[src/hdl/hirt_pkg.sv]
package hirt_pkg;

   localparam int TableEntries = 1024;
   localparam int IdxW = $clog2(TableEntries);
   localparam int CntW = $clog2(TableEntries + 1);
   localparam logic [31:0] HeightMax = 32'hFFFF_FFFF;

   typedef enum logic [1:0] {
      CMD_PUSH     = 2'd0,
      CMD_POP      = 2'd1,
      CMD_TRUNCATE = 2'd2,
      CMD_QUERY    = 2'd3
   } cmd_type;

   typedef enum logic [1:0] {
      STS_OK       = 2'd0,
      STS_OVERFLOW = 2'd1,
      STS_FULL     = 2'd2,
      STS_EMPTY    = 2'd3
   } status_type;

   typedef enum logic {
      ALU_INTEREST = 1'b0,
      ALU_AMOUNT   = 1'b1
   } alu_op_type;

   typedef struct packed {
      logic [31:0] height;
      logic [62:0] amount;
      logic [63:0] interest;
   } entry_type;

   typedef struct packed {
      logic            wr_en;
      logic [IdxW-1:0] wr_addr;
      entry_type       wr_data;
      logic            rd_en;
      logic [IdxW-1:0] rd_addr;
   } tbl_ctl_type;

endpackage

[src/hdl/hirt_alu.sv]
module hirt_alu (
   input  hirt_pkg::alu_op_type op,
   input  logic [62:0]          last_amount,
   input  logic [63:0]          last_interest,
   input  logic signed [63:0]   block_amount,
   input  logic [63:0]          block_interest,
   output logic [63:0]          sum,
   output logic                 fault
);

   logic [64:0] opa;
   logic [64:0] opb;
   logic [64:0] total;

   always_comb begin
      if (op == hirt_pkg::ALU_AMOUNT) begin
         opa = {2'b00, last_amount};
         opb = {block_amount[63], block_amount};
      end else begin
         opa = {1'b0, last_interest};
         opb = {1'b0, block_interest};
      end
      total = opa + opb;
      sum = total[63:0];
      // The amount must stay within 0 to 2^63-1; the interest must not carry out.
      if (op == hirt_pkg::ALU_AMOUNT) begin
         fault = total[64] | total[63];
      end else begin
         fault = total[64];
      end
   end

endmodule

[config.mk]
export PLATFORM = sky130hd
export DESIGN_NAME = hirt_alu
export DESIGN_NICKNAME = d
export VERILOG_FILES = /design/src/hdl/hirt_pkg.sv /design/src/hdl/hirt_alu.sv
export SDC_FILE = /design/constraint.sdc
export NUM_CORES = 1
export LEC_CHECK = 0
export ABC_CLOCK_PERIOD_IN_PS = 6900
export BUFFER_PORTS_ARGS = -buffer_cell sky130_fd_sc_hd__buf_4
export CAP_MARGIN = 15
export CORE_AREA = 2 2 123 125
export DETAILED_ROUTE_END_ITERATION = 12
export DIE_AREA = 0 0 125 127
export PLACE_DENSITY = 0.76
export SLEW_MARGIN = 25
export SYNTH_ARGS = -nofsm -noshare
export SYNTH_HDL_FRONTEND = slang
export SYNTH_SLANG_ARGS = --single-unit
[constraint.sdc]
create_clock -name vclk -period 6.9
set_input_delay 1.38 -clock vclk [all_inputs]
set_output_delay 1.38 -clock vclk [all_outputs]
set_load 0.01 [all_outputs]
==> impl_metrics.ini <==
[status]
outcome = completed

[yosys]
synth_top_cells_by_count = sky130_fd_sc_hd__mux2_2 (126), sky130_fd_sc_hd__a21oi_1 (81), sky130_fd_sc_hd__ha_1 (64)
synth_top_area_share = 0.262
yosysWarnings = 0
synth_seq_area_share = 0
synth_nets = 1041
netlist.top_cell.by_area = sky130_fd_sc_hd__mux2_2
synth_cell_type_count = 59
synthMostInstantiatedCell = sky130_fd_sc_hd__mux2_2
syn-mean-instance-area_um2 = 7.51
netlist_area_um2 = 5410
post_synth_inst_count = 720
yosys-top-cells-area = sky130_fd_sc_hd__mux2_2 (26%), sky130_fd_sc_hd__ha_1 (15%), sky130_fd_sc_hd__a21oi_1 (7.5%), sky130_fd_sc_hd__xnor2_1 (6.3%), sky130_fd_sc_hd__a21o_1 (5.6%)

[place]
gpl_congestion = 0.947
post-dp-hpwl_um = 17200
postPlaceCellArea_um2 = 7950
numPlacedInstances = 1190
io_buffers = 321

[cells_and_area]
antenna-diode-count = 0
final_cells = 1190
finish.instance_area_um2 = 7970
count_of_clock_net_buffers_in_the_final_layout = 0
regArea_um2 = 0
drive_above_1_share = 0.468
seq_cell_count = 0
fillerInstances = 1383
layout-area-overhead-vs-synth_pct = 47.3
numnets_final = 1329

[sta]
final-max-slew-violation-count = 0
setup_tns_ns = 0
finalCriticalPeriod_ns = 6.64
grt_setup_unrepaired = no
maxClockFrequency_mhz = 151
final.period_utilization = 0.962
worst_pin_slew_ns = 0.528
finalSetupViolations = 0
slew_headroom = 0.648
whs_ns = 3.19
timing_hold_violations_final = 0

[critical_path]
crit_path_frequent_cell = sky130_fd_sc_hd__buf_4
worst_path_arrival_ns = 5.26
crit_fanout = 16
worst_path_largest_cell_delay_ns = 0.39
crit_chain = buf_4 -> buf_4 -> mux2_2 -> ha_1 -> a211o_1 -> a2111oi_2 -> nor3_1 -> o31a_1 -> o31ai_2 -> buf_4 -> o41ai_4 -> o22a_1 -> a21oi_2 -> o21ai_1 -> xor2_1 -> buf_4
start_kind = primary input
cpMaxStageDelayCell = sky130_fd_sc_hd__mux2_2
setup.worst_path.class = primary input to output port
worst_ep_required_time_ns = 5.52
timing.critical_path.to_type = output port

[global_route]
grt_first_pass_wirelength_um = 30600
grt_antenna_before_repair = 0
grt_max_degree = 45
total_track_usage = 0.225
gr-total-overflow = 0
grt_pass1_vias = 6440

[min_path]
worst_hold_start = block_interest[0]
hold_path_end = sum[0]
holdPathStages = 4
holdCritPathClass = primary input to output port

[detailed_routing]
detail_route.wl_per_cell_um = 16.4
drt.antenna.violating_nets = 0
route.detailed.vias_per_inst = 5.49
via_count = 6537
drt_pre_antenna_iters = 5
post-route-drc-count = 0
total_routed_length_um = 19600
first_iteration_detailed_routing_drc_count = 321

[die]
fp-row-count = 44
die-width_um = 125
design.die.area_um2 = 15900
die-height_um = 127
initial_core_util = 0.375
boundaryPins = 321
core_outline_area_um2 = 14400

[pwr]
max-vdd-ir-drop_mv = 0.0686
pwrdens_nw_per_um2 = 139
power.total_mw = 1.11
p_leak_nw = 3.88

[run]
cap_viol_max_count = 0

[clock_tree]
cts_post_setup_buffers_inserted = 0
## per-stage QoR
step | setup WS, ns | util
floorplan | 0.645 | -
global placement | 0.185 | 0.551
detailed placement | 0.260 | 0.551
CTS | 0.244 | 0.551
global route | 0.0130 | 0.552
finish | 0.262 | 0.552
## layer usage
| metal | GRT usage | routed length [um] | up-vias |
|---|---|---|---|
| met4 | 0.0418 | 382 | 0 |
| met1 | 0.276 | 8050 | 2960 |
| li1 | - | - | 3262 |
| met5 | 0 | 0 | - |
| met2 | 0.419 | 9590 | 287 |
| met3 | 0.0369 | 1530 | 28 |
## power breakdown
part | switching (mW) | internal, mW
Sequential | 0 | 0
Combinational | 0.560 | 0.547
Clock | 0 | 0
Total | 0.560 | 0.547
## critical path, delay by kind of cell
| family | cells | cell delay [ns] |
|---|---|---|
| compound gates | 8 | 2.01 |
| buf+inv | 4 | 0.84 |
| mux | 1 | 0.39 |
| fa+ha+maj | 1 | 0.32 |
| xor+xnor | 1 | 0.17 |
| simple gates | 1 | 0.14 |
## layout make-up
type	instances	area, um2	share of cell area
Tap cell	184	230	0.0289
Multi-Input combinational cell	657	5160	0.648
Timing Repair Buffer	330	2500	0.314
Inverter	19	71.3	0.00895
## cell usage in the layout (no fill, tap or decap), drive strengths merged, types with 2 or more instances in the layout
cell     count
buf        330
mux2       127
a21oi       82
ha          64
nand2       61
o21ai       41
a21o        40
xnor2       39
nor2        36
nand4       26
xor2        22
inv         19
o21bai      17
o21a        11
nor3        11
nand3        8
and3         6
a211oi       6
a31oi        6
nor2b        5
nand2b       5
o31ai        5
o31a         3
a221oi       3
a21boi       3
o41ai        2
o211ai       2
a22oi        2
a2bb2oi      2
o22ai        2
a2111oi      2
o221ai       2
## cell families (layout without fill, tap and decap cells)
logic type,after synthesis,after routing,synth area share
AO/OA/AOI/OAI,241,241,0.295
adder cells (fa/ha/maj),65,65,0.152
AND/OR/NAND/NOR,163,163,0.141
buffers and inverters,63,349,0.0481
multiplexers,127,127,0.265
XOR/XNOR,61,61,0.0988
## repair_timing
| item | CTS | global route |
|---|---|---|
| hold buffers | 0 | 0 |
| setup endpoints to repair | 0 | 2 |
| resized for setup | 0 | 2 |
## worst max path at each step
stage,start,to,depth (start not counted)
floorplan,op,fault,15
global placement,op,fault,16
detailed placement,op,fault,16
CTS,op,fault,16
global route,op,sum[58],15
finish,op,sum[59],16
Note: power is estimated with default switching activity, not from simulation.
